File: src/sv/hci_pkg.sv
// Shared types, constants and saturation helpers of the cubic Hermite interpolator.
// Used by every module of the block; depends on nothing.
`default_nettype none

package hci_pkg;

    localparam int NUM_DIMS = 8;
    localparam int DIM_W = (NUM_DIMS > 1) ? $clog2(NUM_DIMS) : 1;

    localparam logic [1:0] ST_INSIDE = 2'd0;
    localparam logic [1:0] ST_BELOW  = 2'd1;
    localparam logic [1:0] ST_ABOVE  = 2'd2;
    localparam logic [1:0] ST_FAIL   = 2'd3;

    localparam logic signed [18:0] P_MINUS_ONE = -19'sd65536;
    localparam logic signed [18:0] P_TWO       = 19'sd131072;

    typedef enum logic [1:0] {
        CMD_LOAD,
        CMD_FAIL,
        CMD_ORIGIN,
        CMD_EVAL
    } cmd_t;

    typedef struct packed {
        cmd_t              cmd;
        logic [2:0]        dim;
        logic signed [31:0] c0;
        logic signed [47:0] c1;
        logic signed [47:0] c2;
        logic signed [47:0] c3;
        logic signed [18:0] p;
        logic [1:0]        status;
        logic              with_der;
    } q_entry_t;

    typedef struct packed {
        logic [2:0]         out_dim;
        logic signed [31:0] value;
        logic signed [31:0] derivative;
        logic               value_valid;
        logic               derivative_valid;
        logic [1:0]         status;
        logic               last;
    } out_item_t;

    typedef enum logic [2:0] {
        F_IDLE,
        F_MUL0,
        F_MUL1,
        F_LOADFIN,
        F_CLASS,
        F_DIV,
        F_DIVFIN,
        F_PUSH
    } front_state_t;

    typedef enum logic [2:0] {
        B_IDLE,
        B_SETUP,
        B_MUL,
        B_ADD,
        B_DIVSET,
        B_DIV,
        B_EMIT
    } back_state_t;

    function automatic logic signed [47:0] sat48(input logic signed [51:0] v);
        if (v[51:47] == {5{v[47]}})
            return v[47:0];
        else if (v[51])
            return 48'sh8000_0000_0000;
        else
            return 48'sh7FFF_FFFF_FFFF;
    endfunction

    function automatic logic signed [31:0] sat32(input logic signed [47:0] v);
        if (v[47:31] == {17{v[31]}})
            return v[31:0];
        else if (v[47])
            return 32'sh8000_0000;
        else
            return 32'sh7FFF_FFFF;
    endfunction

endpackage

`default_nettype wire

File: src/sv/hci_queue.sv
// Two-entry queue that decouples the front end from the evaluation back end.
// Depends on hci_pkg.
`default_nettype none

module hci_queue
    import hci_pkg::*;
(
    input  logic     clk,
    input  logic     rst_n,
    input  q_entry_t push_data,
    input  logic     push_valid,
    output logic     push_ready,
    output q_entry_t pop_data,
    output logic     pop_valid,
    input  logic     pop_ready
);

    q_entry_t   ent_reg [2];
    logic       wr_reg, rd_reg;
    logic [1:0] cnt_reg;
    logic       do_push, do_pop;

    assign push_ready = (cnt_reg != 2'd2);
    assign pop_valid  = (cnt_reg != 2'd0);
    assign pop_data   = ent_reg[rd_reg];
    assign do_push    = push_valid && push_ready;
    assign do_pop     = pop_valid && pop_ready;

    always_ff @(posedge clk or negedge rst_n)
    begin
        if (!rst_n)
        begin
            wr_reg  <= 1'b0;
            rd_reg  <= 1'b0;
            cnt_reg <= 2'd0;
        end
        else
        begin
            if (do_push)
                wr_reg <= !wr_reg;
            if (do_pop)
                rd_reg <= !rd_reg;
            if (do_push && !do_pop)
                cnt_reg <= cnt_reg + 2'd1;
            else if (do_pop && !do_push)
                cnt_reg <= cnt_reg - 2'd1;
        end
    end

    always_ff @(posedge clk)
    begin
        if (do_push)
            ent_reg[wr_reg] <= push_data;
    end

endmodule

`default_nettype wire

File: config.mk
export PLATFORM = sky130hd
export DESIGN_NAME = hci_queue
export DESIGN_NICKNAME = d
export VERILOG_FILES = /design/src/sv/hci_pkg.sv /design/src/sv/hci_queue.sv
export SDC_FILE = /design/constraint.sdc
export NUM_CORES = 1
export LEC_CHECK = 0
export ABC_AREA = 1
export BUFFER_PORTS_ARGS = -buffer_cell sky130_fd_sc_hd__buf_4
export CORE_ASPECT_RATIO = 1.4
export CORE_MARGIN = 2
export CORE_UTILIZATION = 45
export CTS_CLUSTER_SIZE = 25
export DETAILED_ROUTE_END_ITERATION = 16
export PLACE_DENSITY_LB_ADDON = 0.1
export SLEW_MARGIN = 15
export SYNTH_ARGS = -nofsm -noshare
export SYNTH_HDL_FRONTEND = slang
export SYNTH_SLANG_ARGS = --single-unit
File: constraint.sdc
create_clock -name clk -period 11.29 [get_ports clk]
set_input_delay 1.129 -clock clk [delete_from_list [all_inputs] [get_ports clk]]
set_output_delay 1.129 -clock clk [all_outputs]
set_load 0.03 [all_outputs]
==> results.yml, run 1 <==
yosys:
  synth_fa_ha_area_frac: 0.000832
  synthTopCellsByArea: "edfxtp_1 (81%), nand2_1 (15%), buf_6 (1.3%)"
  syn_area_um2: 15000
  syn_inst: 1089
  synth-seq-cells: 410
  synthSimpleGateAreaFrac: 0.156
  yosysSeqAreaShare: 0.817
  synth_xor_area_frac: 0.00116
  syn_nets: 1297
  synth_cell_types: 14
  synth_compound_area_frac: 0
  synth_mux_area_frac: 0
  yosysWarnings: 0
  synth_top_family_by_area: "simple AND/OR/NAND/NOR gates"
  synth_top_area_frac: 0.810
  synth_area_leader_cell: "edfxtp_1"
  syn_avg_cell_area_um2: 13.8
sta:
  setup_viol: 0
  fmaxAchievable_mhz: 243
  period_minus_slack_ns: 4.11
  period_share: 0.364
  final_max_slew_viol_count: 0
  fin_hold_ws_ns: 0.403
  fin_ws_ns: 7.18
  max-slew-margin-rel: 0.234
  finalSetupTns_ns: 0
  skew_ns: 0.00949
  rsz0062_at_grt: "no"
  hold_viol: 0
  worst-slew-pin-transition_ns: 1.15
pwr:
  p_total_mw: 5.80
  switching_power_mw: 2.29
  pwr-share-clk: 0.213
  seqPwrFrac: 0.372
  pwr-share-comb: 0.415
  switching_share: 0.394
  ir_drop_uv: 190
  p_int_mw: 3.52
  cellPowerDensity_nw_per_um2: 295
  power_leakage_nw: 8.30
drt:
  met2_length_mm: 17.1
  drt-total-wl_mm: 33.8
  drc: 0
  initialDrtViolationCount: 541
  routed.top_layer: "met4"
  vias: 9270
  avgViaCountPerCell: 4.69
  firstDrtPassIters: 4
  drtAntennaViolNets: 0
  route.met3.wl_mm: 3.33
  wl_met1_mm: 12.3
  wl_per_cell_um: 17.1
floorplanning:
  dieArea_um2: 34900
  die_x_um: 159
  rows: 79
  ios: 412
  start_util: 0.454
  die_h_um: 220
  core_um2: 33100
clock_tree:
  clk_root_buffer_cell: "clkbuf_16"
  clk_pin_slew_ns: 0.06
  htreeDepth: 2
  cts_resized: 0
  cts_sinks: 410
  hold_buffers: 0
  clockBufferDepth: 3
  cts_made_buffers: 39
  clock_latency_ns: 0.52
  post_cts_buffers: 0
  cts_tree: "yes"
global_routing:
  grt-ovfl-total: 0
  grt_pass1_vias: 8883
  grt_first_pass_wirelength_mm: 48.7
  antenna_found_initial: 1
  grt_max_degree: 183
  track_usage: 0.186
final_layout:
  drive_gt1_frac: 0.305
  largest_reg_flops: 406
  layout_common_cells: "nand2_1 (619), buf_4 (414), edfxtp_1 (406)"
  area_growth_pct: 30.6
  final_common_cell: "nand2_1"
  design_area_um2: 19700
  fin_cells: 1977
  nets: 1710
  final_core_util: 0.594
worst_setup_path:
  crit_path_cell_trace: "inv_6 > buf_4 > nand2_1 > nand2_1 > buf_4"
  crit_type: "register to output port"
  cp.arrival_ns: 2.98
  end_kind: "output port"
  cp_slowest_cell: "buf_4"
  max_stage_delay_ns: 0.90
  cp_data_required_time_ns: 10.16
  start_kind: "register"
  crit_fanout: 112
worst_hold_path:
  min_path_type: "input pin to asynchronous set/reset pin"
place:
  gp_congestion: 0.792
  place_area_um2: 18400
  hpwl_mm: 21.0
  port-buffer-count: 411
  dp_slack_ns: 7.57
  dp_cells: 1905
run:
  maxCapViolations: 0
outcome:
  run_status: "finished clean"
-- layout make-up --
cell class	instances	area (um2)
inverters	7	31.3
clock inverters	16	125
multi-input cells	627	2390
well taps	445	557
diodes	2	5.00
clock buffers	53	1070
fillers	2717	13500
repair buffers	417	3180
flip-flops and latches	410	12300
-- power groups by stage --
stage	Combinational (mW)	Clock, mW	Sequential, mW
2_1_floorplan	1.54	0	2.29
3_3_place_gp	2.44	0	2.18
3_5_place_dp	2.44	0	2.19
4_1_cts	2.44	1.27	2.16
5_1_grt	2.60	1.32	2.19
6_report	2.41	1.24	2.16
-- routing by layer --
metal | GRT usage | vias to the layer above
li1 | - | 4504
met1 | 0.212 | 4383
met2 | 0.315 | 314
met3 | 0.0703 | 69
met4 | 0.0754 | 0
met5 | 0 | -
-- synth_stat cells (all sizes together) --
master,count
xnor2,1
nand2,619
xor2,1
dfrtp,4
edfxtp,406
nand3,2
nor2,2
buf,45
nand4,1
inv,7
ha,1
-- worst paths after layout --
| check | from | end | slack (ns) | cells past startpoint |
|---|---|---|---|---|
| min in group clk | cnt_reg[1] | cnt_reg[1] | 0.51 | 2 |
| max reg2reg | cnt_reg[0] | ent_reg[0][90] | 8.29 | 5 |
| max | rd_reg | pop_data[97] | 7.18 | 5 |
| min | rst_n | wr_reg | 0.40 | 1 |
| max in group asynchronous | rst_n | rd_reg | 10.76 | 1 |
| min reg2reg | cnt_reg[1] | cnt_reg[1] | 0.51 | 2 |
-- critical path, delay by kind of cell, from the launching register on --
family | cells | cell delay (ns)
and+or+nand+nor | 2 | 0.24
DFF | 1 | 0.50
buffers and inverters | 3 | 1.65
-- logic make-up (layout without fill, tap and decap cells) --
group | after synthesis | count (layout)
AND/OR/NAND/NOR | 624 | 624
flip-flops | 410 | 410
buffers and inverters | 52 | 493
XOR/XNOR | 2 | 2
adder cells (fa/ha/maj) | 1 | 1
other | 0 | 2
Power figures use the tool's default switching activity.
==> run 2, diff against run 1 <==
- clock period: 11.29 -> 4.2 ns (I/O delays scaled with it)
==> results.yml, run 2 (synthesis gave the netlist of run 1 again) <==
run:
  maxCapViolations: 0
worst_hold_path:
  min_path_type: "input pin to register"
drt:
  initialDrtViolationCount: 492
  vias: 9312
  firstDrtPassIters: 4
  drc: 0
  wl_per_cell_um: 17.1
  avgViaCountPerCell: 4.71
  drtAntennaViolNets: 0
  drt-total-wl_mm: 33.8
place:
  gp_congestion: 0.795
  port-buffer-count: 411
  hpwl_mm: 21.2
floorplanning:
  die_h_um: 220
  start_util: 0.454
  core_um2: 33100
  die_x_um: 159
  ios: 412
  rows: 79
  dieArea_um2: 34900
worst_setup_path:
  crit_type: "register to output port"
  crit_fanout: 66
  cp.arrival_ns: 2.34
  start_kind: "register"
  cp_data_required_time_ns: 3.78
  end_kind: "output port"
sta:
  rsz0062_at_grt: "no"
  period_share: 0.657
  setup_viol: 0
  max-slew-margin-rel: 0.306
  fmaxAchievable_mhz: 362
  worst-slew-pin-transition_ns: 1.04
  finalSetupTns_ns: 0
  skew_ns: 0.00937
  period_minus_slack_ns: 2.76
  fin_hold_ws_ns: 0.0670
  final_max_slew_viol_count: 0
  hold_viol: 0
final_layout:
  nets: 1713
  layout_common_cells: "nand2_1 (617), buf_4 (412), edfxtp_1 (406)"
  final_core_util: 0.598
  drive_gt1_frac: 0.311
  area_growth_pct: 31.5
  final_common_cell: "nand2_1"
  largest_reg_flops: 406
pwr:
  ir_drop_uv: 438
  cellPowerDensity_nw_per_um2: 798
  power_leakage_nw: 8.38
global_routing:
  grt_max_degree: 205
  grt-ovfl-total: 0
  antenna_found_initial: 4
  track_usage: 0.185
  grt_pass1_vias: 9224
  grt_first_pass_wirelength_mm: 48.8
clock_tree:
  htreeDepth: 2
  cts_resized: 0
  post_cts_buffers: 0
  clk_pin_slew_ns: 0.06
  clockBufferDepth: 3
  hold_buffers: 1
  cts_sinks: 410
  clock_latency_ns: 0.53
  cts_made_buffers: 40
  cts_tree: "yes"
  clk_root_buffer_cell: "clkbuf_16"
outcome:
  run_status: "finished clean"
-- run 2: per-layer routing --
layer,vias to the layer above,routed length (um),GRT usage
met5,-,34,0
met4,6,1510,0.0916
met3,91,3370,0.0701
met2,317,16700,0.306
met1,4394,12100,0.210
li1,4504,-,-
-- run 2: layout make-up --
cell class              count  area, um2
repair buffers            419       3220
fillers                  2651      13300
clock buffers              52       1070
multi-input cells         627       2400
diodes                      1       2.50
flip-flops and latches    410      12300
inverters                   7       31.3
well taps                 445        557
clock inverters            18        206
-- run 2: critical path, stage by stage, from the launching register on --
cell	delay [ns]
dfrtp_4	0.51
inv_6	0.38
buf_4	0.51
nand2_1	0.11
nand2_1	0.09
buf_4	0.16
-- run 2: path summary, 6_finish.rpt --
check,slack (ns),start,cells past startpoint,endpoint
setup / recovery,1.44,rd_reg,5,pop_data[17]
setup reg to reg,2.32,cnt_reg[0],5,ent_reg[0][65]
min in group asynchronous,0.24,rst_n,2,cnt_reg[1]
max in group asynchronous,3.84,rst_n,2,rd_reg
hold / removal,0.07,push_data[155],1,ent_reg[1][155]
hold reg to reg,0.50,cnt_reg[0],1,cnt_reg[0]
-- run 2: through the flow --
step / power, mW / instance area (um2) / setup slack, ns / std cells
floorplan: 10.1 / 15100 / 0.0531 / 1089
global placement: 12.4 / 18500 / 1.96 / 1907
detailed placement: 12.4 / 18500 / 1.95 / 1907
CTS: 16.0 / 19800 / 1.38 / 1978
global route: 16.6 / 19800 / 1.25 / 1979
finish: 15.8 / 19800 / 1.44 / 1979
-- run 2: power by group --
part,switching [mW],internal (mW)
registers,0.213,5.60
clock network,1.42,2.09
logic,4.50,1.96
total,6.14,9.65
==> run 3, diff against run 2 <==
- clock period: 4.2 -> 2.5 ns (I/O delays scaled with it)
==> results.yml, run 3 (synthesis gave the netlist of run 1 again) <==
drt:
  avgViaCountPerCell: 4.67
  wl_per_cell_um: 16.7
  initialDrtViolationCount: 524
  vias: 10200
  firstDrtPassIters: 7
  drt-total-wl_mm: 36.6
  drtAntennaViolNets: 0
  drc: 0
final_layout:
  design_area_um2: 21800
  nets: 1920
  final_common_cell: "nand2_1"
  layout_common_cells: "nand2_1 (617), buf_4 (413), edfxtp_1 (406)"
  area_growth_pct: 45.2
  fillers: 2418
  largest_reg_flops: 406
  drive_gt1_frac: 0.277
floorplanning:
  rows: 79
  die_h_um: 220
  core_um2: 33100
  ios: 412
  start_util: 0.454
  die_x_um: 159
  dieArea_um2: 34900
worst_setup_path:
  cp-startpoint: "rd_reg"
  end_kind: "output port"
  crit_type: "register to output port"
  ff2ff_path_depth: 5
  r2r_slack_ns: 0.75
  cp_data_required_time_ns: 2.25
  r2r-start: "cnt_reg[0]"
  cp.arrival_ns: 2.08
  r2r-end: "ent_reg[0][170]"
  start_kind: "register"
  crit_fanout: 52
sta:
  finalSetupTns_ns: 0
  period_share: 0.932
  worst-slew-pin-transition_ns: 0.662
  hold_viol: 0
  max-slew-margin-rel: 0.559
  fmaxAchievable_mhz: 429
  rsz0062_at_grt: "no"
  fin_ws_ns: 0.170
  setup_viol: 0
  final_max_slew_viol_count: 0
  period_minus_slack_ns: 2.33
  skew_ns: 0.0104
worst_hold_path:
  min_path_cells: 3
  hold_end: "wr_reg"
  hp-start: "push_valid"
  min_path_type: "input pin to register"
pwr:
  ir_drop_uv: 895
  power_leakage_nw: 9.24
  cellPowerDensity_nw_per_um2: 1220
global_routing:
  antenna_found_initial: 5
  grt_max_degree: 205
  grt_first_pass_wirelength_mm: 52.8
  grt-ovfl-total: 0
  track_usage: 0.199
  grt_pass1_vias: 10200
place:
  hpwl_mm: 21.6
  port-buffer-count: 411
  gp_congestion: 0.767
  place_area_um2: 18600
  dp_slack_ns: 0.588
clock_tree:
  clk_root_buffer_cell: "clkbuf_16"
  cts_made_buffers: 39
  clock_latency_ns: 0.53
  cts_tree: "yes"
  clk_pin_slew_ns: 0.06
  clockBufferDepth: 3
  cts_sinks: 410
  post_cts_buffers: 0
  htreeDepth: 2
outcome:
  run_status: "finished clean"
run:
  maxCapViolations: 0
run 3: cell types whose count changed in the layout (fill, tap and decap cells not counted), sizes merged:
cell / delta
inv: +1
buf: +3
clkinv: +2
diode: +2
bufinv: -3
dlygate4sd3: +204
run 3: worst max-delay path by stage:
stage / slack (ns) / to
final: 0.17 / pop_data[23]
after global routing: 0.01 / pop_data[97]
after CTS: 0.03 / pop_data[18]
after detailed placement: 0.59 / pop_data[142]
after global placement: 0.58 / pop_data[142]
after floorplan: -1.59 / ent_reg[0][0]
run 3: worst max-delay path, cell delays in order (launching register included):
cell     delay (ns)
dfrtp_4        0.55
inv_8          0.31
buf_4          0.36
nand2_1        0.08
nand2_1        0.09
buf_4          0.16
run 3: cell type report:
cell class | instances | area [um2] | share of cell area
clock inverters | 18 | 139 | 0.00636
multi-input cells | 627 | 2410 | 0.110
clock buffers | 51 | 1060 | 0.0487
repair buffers | 627 | 5350 | 0.245
diodes | 3 | 7.51 | 0.000344
well taps | 445 | 557 | 0.0255
flip-flops and latches | 410 | 12300 | 0.563
inverters | 7 | 33.8 | 0.00155
run 3: metal layers:
metal / wire, um / track usage
met1: 13500 / 0.224
met2: 19200 / 0.356
met3: 2690 / 0.0560
met4: 1140 / 0.0781
met5: 41 / 0
run 3: per-stage QoR:
stage / instances / hold WS, ns / util / total power, mW
3_5_place_dp: 1910 / 0.0522 / 0.560 / 21.0
4_1_cts: 2184 / 0.0162 / 0.659 / 27.0
3_3_place_gp: 1910 / 0.0511 / 0.560 / 20.9
5_1_grt: 2187 / 0.0343 / 0.660 / 28.1
2_1_floorplan: 1089 / -0.0456 / - / 16.9
6_report: 2188 / 0.0505 / 0.660 / 26.8
run 3: what timing repair did:
item                                    in CTS  in global routing
hold endpoints to repair                   411                  0
pin swaps                                    0                  0
resized for setup                            1                  1
hold buffers                               205                  0
cloned                                       0                  1
endpoints found under the setup margin       1                 40
run 3: power by group:
group          internal (mW)  switching (mW)  total, mW
logic                   3.59            7.83       11.4
registers               9.39           0.355       9.75
clock network           3.21            2.38       5.59
total                   16.2            10.6       26.8
