<file path="config.mk">
export PLATFORM = sky130hd
export DESIGN_NAME = hci_back_flat
export DESIGN_NICKNAME = d
export VERILOG_FILES = /design/src/sv/hci_pkg.sv /design/src/sv/hci_out_if.sv /design/src/sv/hci_back.sv /design/src/flat_wrapper.sv
export SDC_FILE = /design/constraint.sdc
export NUM_CORES = 2
export LEC_CHECK = 0
export ABC_CLOCK_PERIOD_IN_PS = 16850
export BUFFER_PORTS_ARGS = -buffer_cell sky130_fd_sc_hd__buf_4
export CORE_MARGIN = 4
export CORE_UTILIZATION = 30
export CTS_CLUSTER_SIZE = 10
export DETAILED_ROUTE_END_ITERATION = 10
export SLEW_MARGIN = 10
export SYNTH_ARGS = -nofsm -noshare
export SYNTH_HDL_FRONTEND = slang
export SYNTH_SLANG_ARGS = --single-unit
</file>
<file path="constraint.sdc">
create_clock -name clk -period 16.85 [get_ports clk]
set_clock_uncertainty 0.1 [all_clocks]
set_input_delay 3.37 -clock clk [delete_from_list [all_inputs] [get_ports clk]]
set_output_delay 3.37 -clock clk [all_outputs]
set_load 0.05 [all_outputs]
</file>
<file path="src/sv/hci_pkg.sv">
// Shared types, constants and saturation helpers of the cubic Hermite interpolator.
// Used by every module of the block; depends on nothing.
`default_nettype none

package hci_pkg;

    localparam int NUM_DIMS = 8;
    localparam int DIM_W = (NUM_DIMS > 1) ? $clog2(NUM_DIMS) : 1;

    localparam logic [1:0] ST_INSIDE = 2'd0;
    localparam logic [1:0] ST_BELOW  = 2'd1;
    localparam logic [1:0] ST_ABOVE  = 2'd2;
    localparam logic [1:0] ST_FAIL   = 2'd3;

    localparam logic signed [18:0] P_MINUS_ONE = -19'sd65536;
    localparam logic signed [18:0] P_TWO       = 19'sd131072;

    typedef enum logic [1:0] {
        CMD_LOAD,
        CMD_FAIL,
        CMD_ORIGIN,
        CMD_EVAL
    } cmd_t;

    typedef struct packed {
        cmd_t              cmd;
        logic [2:0]        dim;
        logic signed [31:0] c0;
        logic signed [47:0] c1;
        logic signed [47:0] c2;
        logic signed [47:0] c3;
        logic signed [18:0] p;
        logic [1:0]        status;
        logic              with_der;
    } q_entry_t;

    typedef struct packed {
        logic [2:0]         out_dim;
        logic signed [31:0] value;
        logic signed [31:0] derivative;
        logic               value_valid;
        logic               derivative_valid;
        logic [1:0]         status;
        logic               last;
    } out_item_t;

    typedef enum logic [2:0] {
        F_IDLE,
        F_MUL0,
        F_MUL1,
        F_LOADFIN,
        F_CLASS,
        F_DIV,
        F_DIVFIN,
        F_PUSH
    } front_state_t;

    typedef enum logic [2:0] {
        B_IDLE,
        B_SETUP,
        B_MUL,
        B_ADD,
        B_DIVSET,
        B_DIV,
        B_EMIT
    } back_state_t;

    function automatic logic signed [47:0] sat48(input logic signed [51:0] v);
        if (v[51:47] == {5{v[47]}})
            return v[47:0];
        else if (v[51])
            return 48'sh8000_0000_0000;
        else
            return 48'sh7FFF_FFFF_FFFF;
    endfunction

    function automatic logic signed [31:0] sat32(input logic signed [47:0] v);
        if (v[47:31] == {17{v[31]}})
            return v[31:0];
        else if (v[47])
            return 32'sh8000_0000;
        else
            return 32'sh7FFF_FFFF;
    endfunction

endpackage

`default_nettype wire

</file>
<file path="src/sv/hci_out_if.sv">
// Output channel of the cubic Hermite interpolator: valid, ready and one result item.
// Depends on nothing.
`default_nettype none

interface hci_out_if;
    logic               valid;
    logic               ready;
    logic [2:0]         out_dim;
    logic signed [31:0] value;
    logic signed [31:0] derivative;
    logic               value_valid;
    logic               derivative_valid;
    logic [1:0]         status;
    logic               last;

    modport source (
        output valid, out_dim, value, derivative, value_valid, derivative_valid,
               status, last,
        input  ready
    );

    modport sink (
        input  valid, out_dim, value, derivative, value_valid, derivative_valid,
               status, last,
        output ready
    );
endinterface

`default_nettype wire

</file>
<file path="src/sv/hci_back.sv">
// Back end: holds the coefficient table and walks each dimension through a shared
// Horner multiplier and a serial divider. Depends on hci_pkg and hci_out_if.
`default_nettype none

module hci_back
    import hci_pkg::*;
(
    input  logic               clk,
    input  logic               rst_n,
    input  q_entry_t           pop_data,
    input  logic               pop_valid,
    output logic               pop_ready,
    input  logic signed [31:0] step,
    hci_out_if.source          out_ch
);

    localparam logic [2:0] STP_VALUE_END = 3'd2;
    localparam logic [2:0] STP_DER_END   = 3'd4;

    back_state_t state_reg, state_next;

    logic signed [31:0] c0_mem [NUM_DIMS];
    logic signed [47:0] c1_mem [NUM_DIMS];
    logic signed [47:0] c2_mem [NUM_DIMS];
    logic signed [47:0] c3_mem [NUM_DIMS];

    q_entry_t           ent_reg;
    logic [DIM_W-1:0]   cnt_reg;
    logic [2:0]         stp_reg;
    logic signed [47:0] accv_reg, accu_reg;
    logic signed [66:0] prod_reg;
    logic [63:0]        rem_reg, dsr_reg;
    logic [31:0]        q_reg;
    logic [4:0]         dcnt_reg;
    logic               ovf_reg, dneg_reg;
    out_item_t          o_reg;
    logic               ovalid_reg;

    logic               emit_go, last_dim;
    logic signed [47:0] mul_a;
    logic signed [66:0] prod_mul;
    logic signed [50:0] prod_sh;
    logic signed [51:0] addend, sum;
    logic signed [47:0] sum_sat;
    logic signed [63:0] num;
    logic [63:0]        absn;
    logic [31:0]        absh;
    logic signed [31:0] der;
    out_item_t          o_next;

    assign pop_ready = (state_reg == B_IDLE);
    assign emit_go   = (state_reg == B_EMIT) && (!ovalid_reg || out_ch.ready);
    assign last_dim  = (cnt_reg == DIM_W'(NUM_DIMS - 1));

    assign mul_a    = (stp_reg <= STP_VALUE_END) ? accv_reg : accu_reg;
    assign prod_mul = mul_a * ent_reg.p;
    assign prod_sh  = prod_reg[66:16];
    assign sum      = 52'(prod_sh) + addend;
    assign sum_sat  = sat48(sum);

    assign num  = {accu_reg, 16'b0};
    assign absn = accu_reg[47] ? 64'(-num) : 64'(num);
    assign absh = step[31] ? 32'(-step) : 32'(step);

    always_comb
    begin
        case (stp_reg)
            3'd0:    addend = 52'(c2_mem[cnt_reg]);
            3'd1:    addend = 52'(c1_mem[cnt_reg]);
            3'd2:    addend = 52'(c0_mem[cnt_reg]);
            3'd3:    addend = 52'(c2_mem[cnt_reg]) + 52'(c2_mem[cnt_reg]);
            default: addend = 52'(c1_mem[cnt_reg]);
        endcase
    end

    always_comb
    begin
        if (ovf_reg)
            der = dneg_reg ? 32'sh8000_0000 : 32'sh7FFF_FFFF;
        else if (!dneg_reg)
            der = q_reg[31] ? 32'sh7FFF_FFFF : $signed(q_reg);
        else if (q_reg[31] && (|q_reg[30:0]))
            der = 32'sh8000_0000;
        else
            der = -$signed(q_reg);
    end

    always_comb
    begin
        o_next = '0;
        unique case (ent_reg.cmd)
            CMD_ORIGIN:
            begin
                o_next.out_dim     = 3'(cnt_reg);
                o_next.value       = c0_mem[cnt_reg];
                o_next.value_valid = 1'b1;
                o_next.status      = ST_INSIDE;
                o_next.last        = last_dim;
            end
            CMD_EVAL:
            begin
                o_next.out_dim          = 3'(cnt_reg);
                o_next.value            = sat32(accv_reg);
                o_next.derivative       = ent_reg.with_der ? der : 32'sd0;
                o_next.value_valid      = 1'b1;
                o_next.derivative_valid = ent_reg.with_der;
                o_next.status           = ent_reg.status;
                o_next.last             = last_dim;
            end
            default:
            begin
                o_next.status = ST_FAIL;
                o_next.last   = 1'b1;
            end
        endcase
    end

    always_ff @(posedge clk or negedge rst_n)
    begin
        if (!rst_n)
        begin
            state_reg <= B_IDLE;
        end
        else
        begin
            state_reg <= state_next;
        end
    end

    always_comb
    begin
        state_next = state_reg;
        unique case (state_reg)
            B_IDLE:
            begin
                if (pop_valid)
                begin
                    if (pop_data.cmd == CMD_EVAL)
                        state_next = B_SETUP;
                    else if (pop_data.cmd != CMD_LOAD)
                        state_next = B_EMIT;
                end
            end
            B_SETUP: state_next = B_MUL;
            B_MUL:   state_next = B_ADD;
            B_ADD:
            begin
                if (stp_reg == STP_VALUE_END && !ent_reg.with_der)
                    state_next = B_EMIT;
                else if (stp_reg == STP_DER_END)
                    state_next = B_DIVSET;
                else
                    state_next = B_MUL;
            end
            B_DIVSET: state_next = B_DIV;
            B_DIV:
            begin
                if (dcnt_reg == 5'd0)
                    state_next = B_EMIT;
            end
            B_EMIT:
            begin
                if (emit_go)
                begin
                    if (ent_reg.cmd == CMD_FAIL || last_dim)
                        state_next = B_IDLE;
                    else if (ent_reg.cmd == CMD_EVAL)
                        state_next = B_SETUP;
                end
            end
            default: state_next = B_IDLE;
        endcase
    end

    always_ff @(posedge clk or negedge rst_n)
    begin
        if (!rst_n)
        begin
            ovalid_reg <= 1'b0;
            cnt_reg    <= '0;
            stp_reg    <= '0;
        end
        else
        begin
            if (emit_go)
                ovalid_reg <= 1'b1;
            else if (out_ch.ready)
                ovalid_reg <= 1'b0;

            if (state_reg == B_IDLE)
                cnt_reg <= '0;
            else if (emit_go && !last_dim)
                cnt_reg <= cnt_reg + DIM_W'(1);

            if (state_reg == B_SETUP)
                stp_reg <= '0;
            else if (state_reg == B_ADD)
                stp_reg <= stp_reg + 3'd1;
        end
    end

    always_ff @(posedge clk)
    begin
        if (state_reg == B_IDLE && pop_valid)
        begin
            ent_reg <= pop_data;
            if (pop_data.cmd == CMD_LOAD)
            begin
                for (int i = 0; i < NUM_DIMS; i++)
                begin
                    if (32'(pop_data.dim) == i)
                    begin
                        c0_mem[i] <= pop_data.c0;
                        c1_mem[i] <= pop_data.c1;
                        c2_mem[i] <= pop_data.c2;
                        c3_mem[i] <= pop_data.c3;
                    end
                end
            end
        end
    end

    always_ff @(posedge clk)
    begin
        case (state_reg)
            B_SETUP:
            begin
                accv_reg <= c3_mem[cnt_reg];
                accu_reg <= sat48(52'(c3_mem[cnt_reg]) + 52'(c3_mem[cnt_reg])
                                  + 52'(c3_mem[cnt_reg]));
            end
            B_MUL:
            begin
                prod_reg <= prod_mul;
            end
            B_ADD:
            begin
                if (stp_reg <= STP_VALUE_END)
                    accv_reg <= sum_sat;
                else
                    accu_reg <= sum_sat;
            end
            B_DIVSET:
            begin
                rem_reg  <= absn;
                dsr_reg  <= {1'b0, absh, 31'b0};
                ovf_reg  <= (absn >= {absh, 32'b0});
                dneg_reg <= accu_reg[47] ^ step[31];
                q_reg    <= '0;
                dcnt_reg <= 5'd31;
            end
            B_DIV:
            begin
                if (rem_reg >= dsr_reg)
                begin
                    rem_reg <= rem_reg - dsr_reg;
                    q_reg   <= {q_reg[30:0], 1'b1};
                end
                else
                begin
                    q_reg <= {q_reg[30:0], 1'b0};
                end
                dsr_reg  <= dsr_reg >> 1;
                dcnt_reg <= dcnt_reg - 5'd1;
            end
            default:
            begin
            end
        endcase
        if (emit_go)
            o_reg <= o_next;
    end

    assign out_ch.valid            = ovalid_reg;
    assign out_ch.out_dim          = o_reg.out_dim;
    assign out_ch.value            = o_reg.value;
    assign out_ch.derivative       = o_reg.derivative;
    assign out_ch.value_valid      = o_reg.value_valid;
    assign out_ch.derivative_valid = o_reg.derivative_valid;
    assign out_ch.status           = o_reg.status;
    assign out_ch.last             = o_reg.last;

    a_fail_alone: assert property (@(posedge clk) disable iff (!rst_n)
        ovalid_reg && !o_reg.value_valid |-> o_reg.status == ST_FAIL && o_reg.last)
        else $error("A result without a value must be a single failed result.");

    a_der_needs_val: assert property (@(posedge clk) disable iff (!rst_n)
        ovalid_reg && o_reg.derivative_valid
            |-> o_reg.value_valid && o_reg.status != ST_FAIL)
        else $error("A derivative came with a failed status or without a value.");

    a_div_done: assert property (@(posedge clk) disable iff (!rst_n)
        state_reg == B_DIV && dcnt_reg == 5'd0 |=> state_reg == B_EMIT)
        else $error("The divider finished without moving on to emit a result.");

    a_no_pop_busy: assert property (@(posedge clk) disable iff (!rst_n)
        state_reg == B_EMIT && emit_go && !last_dim && ent_reg.cmd == CMD_ORIGIN
            |=> state_reg == B_EMIT)
        else $error("An origin evaluation stopped before its final dimension.");

endmodule

`default_nettype wire
</file>
<file path="src/flat_wrapper.sv">
// flat-port wrapper written by rule: the top's interface ports become plain ports
module hci_back_flat import hci_pkg::*;
  (clk, rst_n, pop_data, pop_valid, pop_ready, step, out_ch_valid, out_ch_out_dim, out_ch_value, out_ch_derivative, out_ch_value_valid, out_ch_derivative_valid, out_ch_status, out_ch_last, out_ch_ready);
  hci_out_if out_ch_i ();
  input  logic clk;
  input  logic rst_n;
  input  q_entry_t pop_data;
  input  logic pop_valid;
  output logic pop_ready;
  input  logic signed [31:0] step;
  output wire logic [$bits(out_ch_i.valid)-1:0] out_ch_valid;
  output wire logic [$bits(out_ch_i.out_dim)-1:0] out_ch_out_dim;
  output wire logic [$bits(out_ch_i.value)-1:0] out_ch_value;
  output wire logic [$bits(out_ch_i.derivative)-1:0] out_ch_derivative;
  output wire logic [$bits(out_ch_i.value_valid)-1:0] out_ch_value_valid;
  output wire logic [$bits(out_ch_i.derivative_valid)-1:0] out_ch_derivative_valid;
  output wire logic [$bits(out_ch_i.status)-1:0] out_ch_status;
  output wire logic [$bits(out_ch_i.last)-1:0] out_ch_last;
  input wire logic [$bits(out_ch_i.ready)-1:0] out_ch_ready;
  assign out_ch_valid = out_ch_i.valid;
  assign out_ch_out_dim = out_ch_i.out_dim;
  assign out_ch_value = out_ch_i.value;
  assign out_ch_derivative = out_ch_i.derivative;
  assign out_ch_value_valid = out_ch_i.value_valid;
  assign out_ch_derivative_valid = out_ch_i.derivative_valid;
  assign out_ch_status = out_ch_i.status;
  assign out_ch_last = out_ch_i.last;
  assign out_ch_i.ready = out_ch_ready;
  hci_back u_core (.clk(clk), .rst_n(rst_n), .pop_data(pop_data), .pop_valid(pop_valid), .pop_ready(pop_ready), .step(step), .out_ch(out_ch_i));
endmodule
</file>
==> results.md <==
* Synth Warn # at 0
* Footprint of the multi-input gates at 52300 µm²
* Cell depth of the worst setup path at 31
* First-pass GRT wire length at 482000 µm
* Post-route DRC at 0
* Main synth FF type: edfxtp_1
* Pre-CTS setup slack at 6540 ps
* Buffers on Ports at 312
* CORE AREA at 372000 µm²
* Crit path capture: u_core.prod_reg[60]$_DFFE_PP_
* Largest net degree at the start of global routing at 141
* Reg2reg end: u_core.prod_reg[60]$_DFFE_PP_
* Total wire length at 323000 µm
* Fmax at 0.0967 GHz
* Clk Latency, worst-skew pair at 910 ps
* Synth unique cells at 87
* # clock sinks at 1827
* Crit path max-delay cell type: a211oi_1
* Critical Path Source: u_core.stp_reg[1]$_DFFE_PN0P_
* RSZ-0062 raised after global routing: no
* FILL cells at 36100
* Post-CTS Resized at 0
* Layout Nets at 10200
* Register area at 54800 µm²
* Synthesized cell area at 112000 µm²
* Most frequent cells in the layout: edfxtp_1, inv_1, nand2_1
* GP Congestion at 0.931
* Longest Clk Path Bufs at 4
* Largest stage delay on the critical path at 740 ps
* Crit Reg-Reg Startpoint: u_core.stp_reg[1]$_DFFE_PN0P_
* DR pass1 iterations at 6
* Final setup TNS at 0 ps
* Post-synth EDFFs at 1817
* Post-synth top area cell: edfxtp_1
* Post-CTS repair timing setup buffer count at 0
* Tmin final at 10340 ps
* Commonest non-fill, non-tap cell in the layout: edfxtp_1
* Cells after Synth at 8500
* CTS tree: yes
* Seq cells post-synth at 1827
* Hpwl dp at 232000 µm
* Least-Margin Pin Slew at 1200 ps
* Syn-to-layout area delta at 12.3%
* Antenna Nets Post-Route at 0
* DR iter-0 viols at 5638
* Routed wire per std cell at 23.5 µm
* CP max FO at 53
* Largest cells by area after synthesis: edfxtp_1, fa_1, mux4_2
* Startpoint Class: register
* Die H at 619 µm
* Grt total ovfl at 0
* Status: finished, final reports clean
* Register area share after synthesis at 0.489
* Die area at 383000 µm²
* Initial antenna violation count at 48
* Worst hold slack at 431 ps
* Clk slew on worst S/H paths at 60 ps
* Syn nets at 9972
* Placed Area at 120000 µm²
* DR vias at 69800
* H-Tree Depth at 4
* Largest regs: u_core.c1_mem (384), u_core.c2_mem (384), u_core.c3_mem (384)
* Hold bufs inserted after CTS at 0
* Fraction of registers with async set/reset at 0.00547
* Vias in the first global route at 72100
* CTS Buf Count at 216
* FP Rows at 224
* Post-route clock period utilization at 0.614
* Synth top area share at 0.487
* # Max-Cap Violations at 0
* Most frequent cell on the critical path: fa_1
* Total GRT Usage at 0.166
* Worst path top cell family by delay: adder cells
* Vias per cell at 5.08
* Slew headroom at 0.200
* Bufs and invs on worst path at 6
* Mean Syn Cell Area at 13.2 µm²
* Hold Vio Cnt, Final at 0
* Final setup vio count at 0
* Reg2reg setup slack at 6510 ps
* Share of cells above drive strength 1 at 0.143
* IO Count at 313
* Die Span X at 619 µm
* Arr. time, crit path at 10900 ps
* Initial core utilization at 0.301
* Reg2Reg Depth at 31
* Hold WC Path Type: register to register
* Critical path class: register to register
* Critical Path Sink Type: register
* CP required at 17400 ps
* Fin worst setup slack at 6510 ps
* Root Buffer Master: clkbuf_16
* Final instance area at 126000 µm²
* Final Max Tran Viols at 0
[cell usage after synthesis, drive strengths merged, types with 96 or more instances]
master / instances
a21o: 99
a21oi: 387
and2: 354
clkbuf: 329
edfxtp: 1817
fa: 864
ha: 369
inv: 905
mux2: 173
mux4: 352
nand2: 883
nand3: 96
nor2: 351
o21ai: 249
xnor2: 154
xor2: 125
[logic make-up after synthesis]
group                    Yosys count  synth area share
AND/OR/NAND/NOR                 2066            0.0876
XOR/XNOR                         279            0.0218
buffers and inverters           1328            0.0451
adder cells (fa/ha/maj)         1233             0.196
multiplexers                     574            0.0926
AO/OA/AOI/OAI                   1193            0.0677
flip-flops                      1827             0.489
[worst register-to-register path: cells and delay by family, from the launching register on]
| family | cells | cell delay, ps |
|---|---|---|
| adders and majority gates | 9 | 3780 |
| AOI/OAI and AO/OA | 12 | 3380 |
| buffers and inverters | 6 | 900 |
| and+or+nand+nor | 3 | 870 |
| muxes | 1 | 650 |
| DFF | 1 | 460 |
[routing by layer]
layer / GRT usage / routed length [µm] / up-vias
met1: 0.223 / 134000 / 36400
li1: - / - / 30500
met4: 0.0476 / 9970 / 6
met5: 0 / 40 / -
met3: 0.0309 / 22900 / 480
met2: 0.275 / 156000 / 2448
[worst min path at each step]
stage	startpoint	endpoint	cells after the start
global route	u_core.stp_reg[0]$_DFFE_PN0P_	u_core.stp_reg[0]$_DFFE_PN0P_	1
global placement	u_core.ent_reg[2]$_DFFE_PP_	u_core.out_ch.status[1]$_SDFFCE_PN1P_	2
finish	u_core.ent_reg[2]$_DFFE_PP_	u_core.out_ch.status[1]$_SDFFCE_PN1P_	2
CTS	u_core.ent_reg[2]$_DFFE_PP_	u_core.out_ch.status[1]$_SDFFCE_PN1P_	2
detailed placement	u_core.ent_reg[2]$_DFFE_PP_	u_core.out_ch.status[1]$_SDFFCE_PN1P_	2
floorplan	u_core.stp_reg[0]$_DFFE_PN0P_	u_core.stp_reg[0]$_DFFE_PN0P_	1
[per-stage QoR]
step,instances,util
floorplan,8500,-
global placement,13500,0.322
detailed placement,13500,0.322
CTS,13700,0.338
global route,13700,0.338
finish,13700,0.338
[area by class of cell]
type                    count  area share
well taps                4972      0.0495
flip-flops and latches   1827       0.436
repair buffers            404      0.0252
multi-input cells        5345       0.416
clock buffers             246      0.0440
diodes                     20    0.000398
inverters                 905      0.0270
clock inverters            23     0.00225
Power is not shown: default switching activity piles up to over one toggle a cycle in this logic, so the estimate is an artifact.
